[config.mk]
export PLATFORM = sky130hd
export DESIGN_NAME = quantized_vector_distance
export DESIGN_NICKNAME = d
export VERILOG_FILES = /design/src/hw/rtl/qvd_pkg.sv /design/src/hw/rtl/qvd_lane.sv /design/src/hw/rtl/qvd_merge.sv /design/src/hw/rtl/quantized_vector_distance.sv
export SDC_FILE = /design/constraint.sdc
export NUM_CORES = 2
export LEC_CHECK = 0
export ABC_AREA = 1
export BUFFER_PORTS_ARGS = -buffer_cell sky130_fd_sc_hd__buf_2
export CORE_MARGIN = 1.5
export CORE_UTILIZATION = 43
export CTS_CLUSTER_DIAMETER = 50
export CTS_CLUSTER_SIZE = 28
export DETAILED_ROUTE_END_ITERATION = 10
export SYNTH_ARGS = -nofsm -noshare
export SYNTH_HDL_FRONTEND = slang
export SYNTH_SLANG_ARGS = --single-unit
[constraint.sdc]
create_clock -name clk_i -period 7.3 [get_ports clk_i]
set_input_delay 0.73 -clock clk_i [delete_from_list [all_inputs] [get_ports clk_i]]
set_output_delay 0.73 -clock clk_i [all_outputs]
set_load 0.03 [all_outputs]
[src/hw/rtl/qvd_pkg.sv]
// quantized vector distance: shared constants, mode codes and control structs
// no dependencies; imported by every module of the block
`default_nettype none

package qvd_pkg;

  localparam int unsigned LANES     = 8;
  localparam int unsigned SUM_WIDTH = 32;
  localparam int unsigned BYTE_W    = 8;
  localparam int unsigned NIB_W     = 4;
  localparam int unsigned DATA_W    = 64;
  localparam int unsigned COUNT_W   = 4;
  localparam int unsigned MODE_W    = 2;
  localparam int unsigned DIST_W    = 32;
  // one lane term: a squared byte difference or a byte product fits 16 bits
  localparam int unsigned TERM_W    = 2 * BYTE_W;
  localparam int unsigned TREE_W    = TERM_W + $clog2(LANES);

  localparam logic [BYTE_W-1:0]    NIBBLE_MASK = 8'h0F;
  localparam logic [SUM_WIDTH-1:0] SUM_MAX     = '1;

  typedef enum logic [MODE_W-1:0] {
    MODE_SQ_BYTE   = 2'd0,
    MODE_DOT_BYTE  = 2'd1,
    MODE_SQ_NIBBLE = 2'd2
  } mode_e;

  typedef logic [LANES-1:0][TERM_W-1:0] term_vec_t;

  typedef struct packed {
    logic valid;
    logic last;
  } ctl_t;

endpackage

`default_nettype wire

[src/hw/rtl/qvd_lane.sv]
// quantized vector distance: one lane, byte pair to registered distance term
// depends on qvd_pkg
`default_nettype none

module qvd_lane
  import qvd_pkg::*;
(
  input  wire logic              clk_i,
  input  wire logic              adv_i,
  input  wire mode_e             mode_i,
  input  wire logic              lane_en_i,
  input  wire logic [BYTE_W-1:0] a_i,
  input  wire logic [BYTE_W-1:0] b_i,
  output logic [TERM_W-1:0]      term_o
);

  logic [BYTE_W-1:0] byte_diff;
  logic [NIB_W-1:0]  lo_a, lo_b, hi_a, hi_b, lo_diff, hi_diff;
  logic [BYTE_W-1:0] lo_sq, hi_sq;
  logic [BYTE_W-1:0] mul_a, mul_b;
  logic [TERM_W-1:0] mul_p;
  logic [TERM_W-1:0] term_d, term_q;

  always_comb begin
    byte_diff = (a_i >= b_i) ? (a_i - b_i) : (b_i - a_i);
    lo_a      = NIB_W'(a_i & NIBBLE_MASK);
    lo_b      = NIB_W'(b_i & NIBBLE_MASK);
    hi_a      = NIB_W'((a_i >> NIB_W) & NIBBLE_MASK);
    hi_b      = NIB_W'((b_i >> NIB_W) & NIBBLE_MASK);
    lo_diff   = (lo_a >= lo_b) ? (lo_a - lo_b) : (lo_b - lo_a);
    hi_diff   = (hi_a >= hi_b) ? (hi_a - hi_b) : (hi_b - hi_a);
    lo_sq     = BYTE_W'(lo_diff) * BYTE_W'(lo_diff);
    hi_sq     = BYTE_W'(hi_diff) * BYTE_W'(hi_diff);

    // the byte multiplier serves both the squared difference and the product
    if (mode_i == MODE_DOT_BYTE) begin
      mul_a = a_i;
      mul_b = b_i;
    end else begin
      mul_a = byte_diff;
      mul_b = byte_diff;
    end
    mul_p = TERM_W'(mul_a) * TERM_W'(mul_b);

    term_d = '0;
    if (lane_en_i) begin
      unique case (mode_i)
        MODE_SQ_BYTE:   term_d = mul_p;
        MODE_DOT_BYTE:  term_d = mul_p;
        MODE_SQ_NIBBLE: term_d = TERM_W'(lo_sq) + TERM_W'(hi_sq);
        default:        term_d = '0;
      endcase
    end
  end

  always_ff @(posedge clk_i) begin
    if (adv_i) begin
      term_q <= term_d;
    end
  end

  assign term_o = term_q;

endmodule

`default_nettype wire

[src/hw/rtl/qvd_merge.sv]
// quantized vector distance: lane adder tree, saturating accumulator, result register
// depends on qvd_pkg
`default_nettype none

module qvd_merge
  import qvd_pkg::*;
(
  input  wire logic              clk_i,
  input  wire logic              rst_ni,
  input  wire term_vec_t         terms_i,
  input  wire ctl_t              s1_ctl_i,
  input  wire logic              out_ready_i,
  output logic                   adv_o,
  output ctl_t                   s2_ctl_o,
  output logic                   out_valid_o,
  output logic [DIST_W-1:0]      distance_o,
  output logic                   saturated_o
);

  logic [TREE_W-1:0]    tree_d, tree_q;
  ctl_t                 s2_ctl_q;
  logic [SUM_WIDTH-1:0] acc_q, acc_d;
  logic                 ovf_q, ovf_d;
  logic [SUM_WIDTH:0]   sum_ext;
  logic                 out_valid_q;
  logic [DIST_W-1:0]    dist_q;
  logic                 sat_q;
  logic                 emit;

  always_comb begin
    tree_d = '0;
    for (int unsigned l = 0; l < LANES; l++) begin
      tree_d = tree_d + TREE_W'(terms_i[l]);
    end
  end

  // carry out of the wide add means the sum passed the top value
  always_comb begin
    sum_ext = {1'b0, acc_q} + (SUM_WIDTH + 1)'(tree_q);
    if (sum_ext[SUM_WIDTH]) begin
      acc_d = SUM_MAX;
      ovf_d = 1'b1;
    end else begin
      acc_d = sum_ext[SUM_WIDTH-1:0];
      ovf_d = ovf_q;
    end
  end

  // only a final transaction needs the result register free
  assign adv_o = !(out_valid_q && !out_ready_i && s2_ctl_q.valid && s2_ctl_q.last);
  assign emit  = adv_o && s2_ctl_q.valid && s2_ctl_q.last;

  always_ff @(posedge clk_i) begin
    if (adv_o) begin
      tree_q <= tree_d;
    end
  end

  always_ff @(posedge clk_i or negedge rst_ni) begin
    if (!rst_ni) begin
      s2_ctl_q    <= '0;
      acc_q       <= '0;
      ovf_q       <= 1'b0;
      out_valid_q <= 1'b0;
      dist_q      <= '0;
      sat_q       <= 1'b0;
    end else begin
      if (adv_o) begin
        s2_ctl_q <= s1_ctl_i;
        if (s2_ctl_q.valid) begin
          if (s2_ctl_q.last) begin
            acc_q <= '0;
            ovf_q <= 1'b0;
          end else begin
            acc_q <= acc_d;
            ovf_q <= ovf_d;
          end
        end
      end
      if (emit) begin
        out_valid_q <= 1'b1;
        dist_q      <= DIST_W'(acc_d);
        sat_q       <= ovf_d;
      end else if (out_ready_i) begin
        out_valid_q <= 1'b0;
      end
    end
  end

  assign s2_ctl_o    = s2_ctl_q;
  assign out_valid_o = out_valid_q;
  assign distance_o  = dist_q;
  assign saturated_o = sat_q;

endmodule

`default_nettype wire

[src/hw/rtl/quantized_vector_distance.sv]
// quantized vector distance: top level, lane array feeding the merge stage
// depends on qvd_pkg, qvd_lane, qvd_merge
//
//  channel  | handshake              | payload
//  ---------+------------------------+--------------------------------------------------
//  input    | in_valid_i/in_ready_o  | first_bytes_i second_bytes_i valid_bytes_i last_chunk_i
//  output   | out_valid_o/out_ready_i| distance_o saturated_o
//  config   | cfg_we_i               | cfg_wdata_i (distance mode)
//
// one transaction per cycle while in_ready_o is high; a final chunk reaches the result through
// the lane multiply register, the adder tree register, then the accumulator and result register
// reset clears the mode to squared byte distance, the running sum and the flag
// input stalls only while a final chunk sits before the accumulator and the
// previous result has not been taken; other chunks keep accumulating meanwhile
`default_nettype none

module quantized_vector_distance
  import qvd_pkg::*;
(
  input  wire logic               clk_i,
  input  wire logic               rst_ni,
  input  wire logic               cfg_we_i,
  input  wire logic [MODE_W-1:0]  cfg_wdata_i,
  input  wire logic               in_valid_i,
  output logic                    in_ready_o,
  input  wire logic [DATA_W-1:0]  first_bytes_i,
  input  wire logic [DATA_W-1:0]  second_bytes_i,
  input  wire logic [COUNT_W-1:0] valid_bytes_i,
  input  wire logic               last_chunk_i,
  output logic                    out_valid_o,
  input  wire logic               out_ready_i,
  output logic [DIST_W-1:0]       distance_o,
  output logic                    saturated_o
);

  mode_e     mode_q;
  ctl_t      s1_ctl_q;
  ctl_t      s2_ctl;
  term_vec_t terms;
  logic      adv;

  always_ff @(posedge clk_i or negedge rst_ni) begin
    if (!rst_ni) begin
      mode_q <= MODE_SQ_BYTE;
    end else if (cfg_we_i) begin
      mode_q <= mode_e'(cfg_wdata_i);
    end
  end

  always_ff @(posedge clk_i or negedge rst_ni) begin
    if (!rst_ni) begin
      s1_ctl_q <= '0;
    end else if (adv) begin
      s1_ctl_q.valid <= in_valid_i;
      s1_ctl_q.last  <= last_chunk_i;
    end
  end

  assign in_ready_o = adv;

  for (genvar l = 0; l < LANES; l++) begin : g_lane
    logic lane_en;
    // counts above the lane count enable every lane
    assign lane_en = (valid_bytes_i > COUNT_W'(l));

    qvd_lane u_lane (
      .clk_i     (clk_i),
      .adv_i     (adv),
      .mode_i    (mode_q),
      .lane_en_i (lane_en),
      .a_i       (first_bytes_i[l*BYTE_W +: BYTE_W]),
      .b_i       (second_bytes_i[l*BYTE_W +: BYTE_W]),
      .term_o    (terms[l])
    );
  end

  qvd_merge u_merge (
    .clk_i       (clk_i),
    .rst_ni      (rst_ni),
    .terms_i     (terms),
    .s1_ctl_i    (s1_ctl_q),
    .out_ready_i (out_ready_i),
    .adv_o       (adv),
    .s2_ctl_o    (s2_ctl),
    .out_valid_o (out_valid_o),
    .distance_o  (distance_o),
    .saturated_o (saturated_o)
  );

  a_stall_only_on_blocked_result: assert property (
    @(posedge clk_i) disable iff (!rst_ni)
    !in_ready_o |-> (out_valid_o && !out_ready_i && s2_ctl.valid && s2_ctl.last)
  ) else $error("input stalled without a blocked result");

  a_result_from_final_chunk: assert property (
    @(posedge clk_i) disable iff (!rst_ni)
    $rose(out_valid_o) |-> $past(s2_ctl.valid && s2_ctl.last)
  ) else $error("result not caused by a final chunk");

  a_saturated_is_clamped: assert property (
    @(posedge clk_i) disable iff (!rst_ni)
    (out_valid_o && saturated_o) |-> (distance_o == DIST_W'(SUM_MAX))
  ) else $error("saturated result is not the top value");

endmodule

`default_nettype wire

==> reports/metrics.cfg <==
[clocking]
tritoncts_buffers = 25
ctsHtreeMaxLevel = 1
post_cts_resize_count = 0
postCtsSetupBuffers = 0
clock_sinks = 220
clk_path_buf_depth = 3
cts.hold.buffers_added = 0
clk-insertion-delay-late_ps = 580
clk_pin_slew_ps = 60
tritoncts = done
cts.root.buffer_cell = sky130_fd_sc_hd__clkbuf_16

[route]
wl_um = 118400
initial_drc_count = 2203
route.vias.total = 37990
drt-wirelength-per-cell_um = 15.49
detail_route.first_pass.iterations = 5
routed_via_density = 4.971
antenna_violating_nets_post_route = 0
drc_errors = 0

[grt]
global_route.overflow_total = 0
pin_count_of_the_biggest_net_entering_global_routing = 80
antenna_found_initial = 10
wire_length_of_the_first_global_routing_pass_um = 194900
vias_in_the_first_global_route = 37800
grtUsageTotal_pct = 22.21

[yosys]
postSynth.asyncResetShare_pct = 33.18
syn_area_cell_um2 = 7.418
syn-cell-area_um2 = 45290
yosysWarnings = 0
synth.lib_cells_used.distinct = 61
synthCells = 6105
synth_sequential_area_ratio_pct = 13.78
edff_count_synth = 147
synth_ff_type = sky130_fd_sc_hd__edfxtp_1
ys_ff_latch = 220
post_synthesis_net_count = 7359

[die]
floorplan.die_area_um2 = 107300
boundaryPins = 175
placement_rows = 118
starting_density_of_the_core_pct = 43.57
dieHeight_um = 327.5
overall_die_width_um = 327.5
core_area_um2 = 103900

[critical_path]
worst_ep_required_time_ps = 7590
timing.critical_path.slowest_cell_delay_ps = 540
worst_setup_path_endpoint = g_lane[7].u_lane.term_o[15]
startpoint = first_bytes_i[56]
rr_startpoint = mode_q[0]
worst_r2r_path_depth = 25
cp-end-kind = flop
setup.worst_path.start_class = primary input
timing.critical_path.slowest_stage_cell = sky130_fd_sc_hd__fa_1
crit_fanout = 8
rrSetupSlack_ps = 1410
regToRegEndpoint = g_lane[5].u_lane.term_o[15]
critical_path.most_common_cell = sky130_fd_sc_hd__inv_1
category_of_the_critical_setup_timing_path = primary input to flop
worst_path_arrival_time_ps = 6390

[min_path]
hold_path_class = primary input to asynchronous set/reset pin

[status]
status = finished, final reports clean

[timing]
setup-violations-final = 0
final.hold.worst_slack_ps = 336.1
timing.slew.headroom_pct = 28.19
timing_max_transition_violations_final = 0
tightest_slew_ps = 1076
layout_worst_path_cycle_share_pct = 83.59
fin_crit_ps = 6102
timing.setup.tns_ps = 0
rsz0062_at_grt = no
fin_worst_skew_ps = 41.20
timing_hold_violations_final = 0
max_clock_freq_ghz = 0.1639

[placed_design]
post-dp-hpwl_um = 102500
place.port_buffers = 174
gp_congestion = 0.9498

[job]
timing.max_cap.violations = 0

[layout]
fillers = 10680
final_layout_size_suffix_gt1_share_pct = 7.730
final-seq-area_um2 = 6241
multi_input_comb_area_um2 = 33540
most-common-layout-cells = sky130_fd_sc_hd__nand2_1 (1,443), sky130_fd_sc_hd__inv_1 (1,288), sky130_fd_sc_hd__nor2_1 (652)
layout_commonest_cell = sky130_fd_sc_hd__nand2_1
area_growth_syn_to_layout_pct = 7.009
layout.nets = 7496

## kinds of logic after synthesis
| logic type | count (synthesis) | share of synthesized area (%) |
|---|---|---|
| flip-flops | 220 | 13.78 |
| AO/OA/AOI/OAI | 679 | 9.057 |
| adder cells (fa/ha/maj) | 1114 | 38.87 |
| XOR/XNOR | 161 | 3.114 |
| AND/OR/NAND/NOR | 2516 | 23.00 |
| buffers and inverters | 1415 | 12.18 |
## worst max-delay path: cells and delay by family
kind            cells  cell delay, ps
buf+inv             8             580
simple gates       10            1190
compound gates      4             670
xor+xnor            1             220
fa+ha+maj           7            2990
## through the flow
step,setup slack [ps],cell area (um^2),std cells,util (%)
finish,1198,48460,7643,46.62
global route,787.2,48460,7643,46.62
CTS,1246,48460,7641,46.62
detailed placement,698.4,47530,7595,45.73
global placement,720.5,47530,7595,45.73
floorplan,1357,45290,6105,-
## registers in the layout, indices dropped and copies added, names as in the netlist
signal	flops
u_merge.ovf_q	1
u_merge.s2_ctl_o	2
u_merge.distance_o	32
g_lane.u_lane.term_o	128
s1_ctl_q	2
u_merge.out_valid_o	1
u_merge.saturated_o	1
u_merge.tree_q	19
u_merge.acc_q	32
mode_q	2
## layout make-up
cell class / instances / area share, %
Timing Repair Buffer: 188 / 2.045
Multi-Input combinational cell: 4470 / 69.21
Clock buffer: 27 / 1.371
Clock inverter: 19 / 0.5422
Antenna cell: 2 / 0.01033
Sequential cell: 220 / 12.88
Tap cell: 1380 / 3.563
Inverter: 1337 / 10.38
## Yosys cell counts (all sizes together), types with 5 or more instances
master	count	area share (%)
buf	67	0.99
a21boi	5	0.083
edfxtp	147	9.7
a211oi	13	0.22
o21a	10	0.17
a32o	8	0.18
o21bai	26	0.43
o211ai	8	0.17
xor2	111	2.1
xnor2	50	0.97
o22ai	15	0.22
dfrtp	73	4.0
a31oi	18	0.25
and2	11	0.15
a21o	17	0.28
clkbuf	11	0.094
fa	488	22
a22o	16	0.31
a21oi	306	3.5
or2	19	0.26
ha	626	17
nand2	1517	13
o21ai	212	2.8
nor2	673	5.8
a22oi	13	0.22
nand3	222	2.7
inv	1335	11
nand4	45	0.62
nor3	21	0.30
## worst min path at each step
stage / from / end / cells after the start
after global placement: s1_ctl_q[0] / u_merge.s2_ctl_o[0] / 2
after global routing: out_ready_i / u_merge.out_valid_o / 2
final: rst_ni / u_merge.out_valid_o / 1
after CTS: rst_ni / u_merge.distance_o[2] / 1
after floorplan: s1_ctl_q[0] / u_merge.s2_ctl_o[0] / 2
after detailed placement: s1_ctl_q[0] / u_merge.s2_ctl_o[0] / 2
## per-layer routing
metal	vias to the layer above	track usage [%]	routed length (um)
met3	101	1.726	4551
met2	738	37.59	55200
li1	19190	-	-
met4	6	3.120	1718
met5	-	0	34
met1	17960	31.59	56880
Power is left out: the tool's default activity adds up to more than one toggle a clock period on the data nets, which glitch-free logic cannot reach.
